$ cat src/rtl/core/pswrl_ram.sv
// ----------------------------------------------------------------------------
// pswrl_ram
// Generic single-port-write, single-port-read RAM with registered read data.
// ----------------------------------------------------------------------------
module pswrl_ram #(
	parameter int WIDTH = 8,
	parameter int DEPTH = 16
) (
	input  logic                                     clk,
	input  logic                                     we,
	input  logic [(DEPTH > 1 ? $clog2(DEPTH) : 1)-1:0] waddr,
	input  logic [WIDTH-1:0]                         wdata,
	input  logic [(DEPTH > 1 ? $clog2(DEPTH) : 1)-1:0] raddr,
	output logic [WIDTH-1:0]                         rdata
);

	logic [WIDTH-1:0] mem [DEPTH];

	always_ff @(posedge clk) begin
		if (we) begin
			mem[waddr] <= wdata;
		end
		rdata <= mem[raddr];
	end

endmodule

$ cat config.mk
export PLATFORM = sky130hd
export DESIGN_NAME = pswrl_ram
export DESIGN_NICKNAME = d
export VERILOG_FILES = /design/src/rtl/core/pswrl_ram.sv
export SDC_FILE = /design/constraint.sdc
export NUM_CORES = 1
export LEC_CHECK = 0
export BUFFER_PORTS_ARGS = -buffer_cell sky130_fd_sc_hd__buf_2
export CORE_ASPECT_RATIO = 2
export CORE_MARGIN = 4
export CORE_UTILIZATION = 30
export DETAILED_ROUTE_END_ITERATION = 8
export SLEW_MARGIN = 40
export SYNTH_ARGS = -nofsm -noshare
export SYNTH_HDL_FRONTEND = slang
export SYNTH_SLANG_ARGS = --single-unit
$ cat constraint.sdc
create_clock -name clk -period 1.4 [get_ports clk]
set_clock_uncertainty 0.05 [all_clocks]
set_input_delay 0 -clock clk [delete_from_list [all_inputs] [get_ports clk]]
set_output_delay 0 -clock clk [all_outputs]
set_load 0.02 [all_outputs]
After elaboration in Yosys (flattened, before gate mapping). Memory sizes are Yosys's and may differ from the RTL's. A register that Yosys moved wholly into a read port is not among the register bits. Index checks and enable logic that the tools add are counted.

Register bits after elaboration: 0. RAM bits: 128. Logic and storage cells: 3. Memories kept: 1.

Memory list: mem (words 16, bits a word 8, read ports 1, clocked after Yosys merged registers in 1, wr ports 1, line 17) `logic [WIDTH-1:0] mem [DEPTH];`.

Muxes and demuxes: 2.

Operators by type and width (count): 2-to-1 mux 1 bit (2).

Longest topological paths before layout.
Word-level depth: 2. Gate-level depth with buffers: 5. Gate-level depth less buffers: 3.

Worst setup path after synthesis. No wires, ideal clock.

Path type: in2reg. Start: in waddr[2] (netlist name). End: mem mem[0][0], enable pin. Library setup time: 0.383 ns. Arrival time: 1.110 ns. Required time: 0.967 ns. Setup slack: -0.143 ns. Cell stages on the path: 2. Path buffers: 0. Cells stage by stage: or3b_2 nor3_1.

RTL lines: start, declared (line 11) `input logic [(DEPTH > 1 ? $clog2(DEPTH) : 1)-1:0] waddr,`; end, declared (line 17).

Straight into the memory's write port.

==> flow_summary.json <==
{
  "status": "finished clean",
  "min_period_ps": 1390,
  "place.gp.congestion": 0.777,
  "final_cell_mix": "128 x edfxtp_1, 26 x buf_4, 25 x buf_2, 19 x mux4_2, 17 x clkbuf_16",
  "antenna_found_initial": 0,
  "critical_path_peak_fanout": 1,
  "hold_violations": 0,
  "grt_pass1_vias": 2748,
  "synth-compound-area-share_pct": 2.33,
  "port_buffers": 25,
  "seq_area_frac_synth_pct": 77.8,
  "clkLatencyLatePin_ps": 420,
  "route.antenna.remaining_nets": 0,
  "ys_warn_count": 0,
  "swShare_pct": 19.1,
  "n_antenna_cell": 0,
  "syn_area_um2": 5150,
  "post_cts_buffers": 0,
  "drt_iter0_drc": 158,
  "ys_ff_latch": 136,
  "synth_top_family_by_area": "multiplexers",
  "fp.dieH_um": 193,
  "p_comb_share_pct": 5.3,
  "slew_viol_final": 0,
  "grt-ovfl-total": 0,
  "finalSetupViolations": 0,
  "fmax_mhz": 717,
  "slew_headroom_pct": 67.5,
  "io_pins": 26,
  "dr.pass1.iters": 4,
  "worst_ep_required_time_ps": 1650,
  "die_w_um": 101,
  "initial_core_util_pct": 30.5,
  "wl_um": 10800,
  "cts_tree": "built",
  "ir_drop_mv": 0.818,
  "rr_worst_depth": 3,
  "power_leakage_nw": 2.18,
  "postSynthCellCount": 229,
  "clock_power_share_pct": 47.8,
  "worst_hold_slack_ps": 64.7,
  "clockBufferDepth": 2,
  "reg2reg_to": "rdata[4]$_DFF_P_",
  "finalCritPeriodShare_pct": 99.6,
  "grt_max_degree": 25,
  "cp.arrival_ps": 1640,
  "r2r_slack_ps": 6,
  "internal_power_mw": 7.90,
  "synth_fa_ha_area_share_pct": 0,
  "hold_class": "input port to register",
  "synth_area_per_cell_um2": 22.5,
  "start_kind": "register",
  "rows": 67,
  "rsz0062_at_grt": "true",
  "core-area_um2": 16800,
  "synth.net_count": 247,
  "cp-end-kind": "register",
  "synth_cell_types": 19,
  "nets": 317,
  "cts.clk_slew.worst_paths_ps": 60,
  "post_synth_mux_area_share_pct": 15.0,
  "fin_ws_ps": 5.58,
  "p_total_mw": 9.77,
  "min_path_cells": 4,
  "p_switching_mw": 1.87,
  "die_area_um2": 19400,
  "yosys.area_share.simple_pct": 3.18,
  "cellPowerDensity_nw_per_um2": 1520,
  "worstReg2RegStart": "mem[11][4]$_DFFE_PP_",
  "clkSinkCount": 136,
  "wl_per_cell_um": 20.8,
  "yosys.area_share.xor_xnor_pct": 0,
  "grt_usage_pct": 11.9,
  "cts_root_buf": "clkbuf_16",
  "hp-start": "raddr[2]",
  "final_area_um2": 6420,
  "layout_commonest_cell": "edfxtp_1",
  "utilization_pct": 38.1,
  "grt_pass1_wl_um": 16400,
  "crit_type": "register to register",
  "vias_per_cell": 4.85,
  "drc_errors": 0,
  "hold_path_end": "rdata[0]$_DFF_P_",
  "dpl_worst_slack_ps": -261,
  "vias": 2515,
  "dp_hpwl_um": 7380,
  "h-tree-depth": 4,
  "cts_buffers": 17,
  "tightest_slew_ps": 488,
  "maxCapViolations": 0,
  "drive_gt1_share_pct": 34.6,
  "p_seq_share_pct": 46.9,
  "postPlaceCellArea_um2": 5690,
  "syn_to_final_growth_pct": 24.7
}
[state kept, by name, summed over array words and instances (netlist names)]
register,flops
mem,128
rdata,8
[critical path: stages (launching register included)]
cell and delay (ps):
edfxtp_1 370, mux4_2 480, a22oi_2 270, nand2_1 110
[cells by family after synthesis]
group / Yosys count
compound gates: 16
buf+inv: 10
flops: 136
mux: 32
simple gates: 35
[cell usage after synthesis]
library cell	count	area, um2
mux4_2	18	405
nand3b_1	2	15.0
buf_4	1	7.51
a22oi_1	16	120
edfxtp_1	128	3840
mux4_1	14	368
or3b_2	1	8.76
buf_2	3	15.0
and2b_1	1	7.51
nand2b_1	2	12.5
nand3_1	1	5.00
buf_6	3	33.8
nor3_1	4	20.0
nor2b_1	1	6.26
and2_1	1	6.26
nand2_1	9	33.8
nor2_1	13	48.8
dfxtp_1	8	160
clkdlybuf4s25_2	3	30.0
[final cells by class]
cell class / count / area [um2]
tap: 207 / 259
fill: 1485 / 10400
sequential: 136 / 4000
clock inverter: 12 / 180
multi-input combinational: 83 / 1100
clock buffer: 20 / 437
timing repair buffer: 61 / 440
[power groups by stage]
stage	logic, mW	registers [mW]	clock network [mW]
4_1_cts	0.524	4.58	4.76
6_report	0.516	4.58	4.67
2_1_floorplan	0.231	4.69	0
5_1_grt	0.557	4.59	4.95
3_3_place_gp	0.484	4.66	0
3_5_place_dp	0.494	4.67	0
[layer usage]
layer	track usage [%]	share of wire, %	vias to the layer above
li1	-	-	1110
met3	3.50	4.3	17
met2	22.4	61	72
met5	0	0	-
met4	4.95	2.0	0
met1	11.7	33	1316
[metrics by stage]
stage               setup TNS [ps]  instances
finish                           0        519
global route                 -59.2        519
global placement              -529        479
detailed placement            -660        479
floorplan                        0        229
CTS                          -6.59        519
[how the worst max path moves through the flow]
stage,start,end,slack [ps],cells past startpoint
after global routing,mem[11][4]$_DFFE_PP_,rdata[4]$_DFF_P_,-40,3
after floorplan,waddr[2],mem[3][0]$_DFFE_PP_,80,2
after detailed placement,raddr[0],rdata[4]$_DFF_P_,-260,6
final,mem[11][4]$_DFFE_PP_,rdata[4]$_DFF_P_,6,3
after CTS,mem[11][4]$_DFFE_PP_,rdata[4]$_DFF_P_,-7,3
after global placement,raddr[0],rdata[4]$_DFF_P_,-210,6
[timing repair]
item / 4_1_cts / 5_1_grt
resized for setup: 7 / 3
pin swaps: 3 / 1
hold buffers: 8 / 0
endpoints found under the hold margin: 128 / 0
endpoints found under the setup margin: 5 / 5
(Power assumes the default switching activity.)
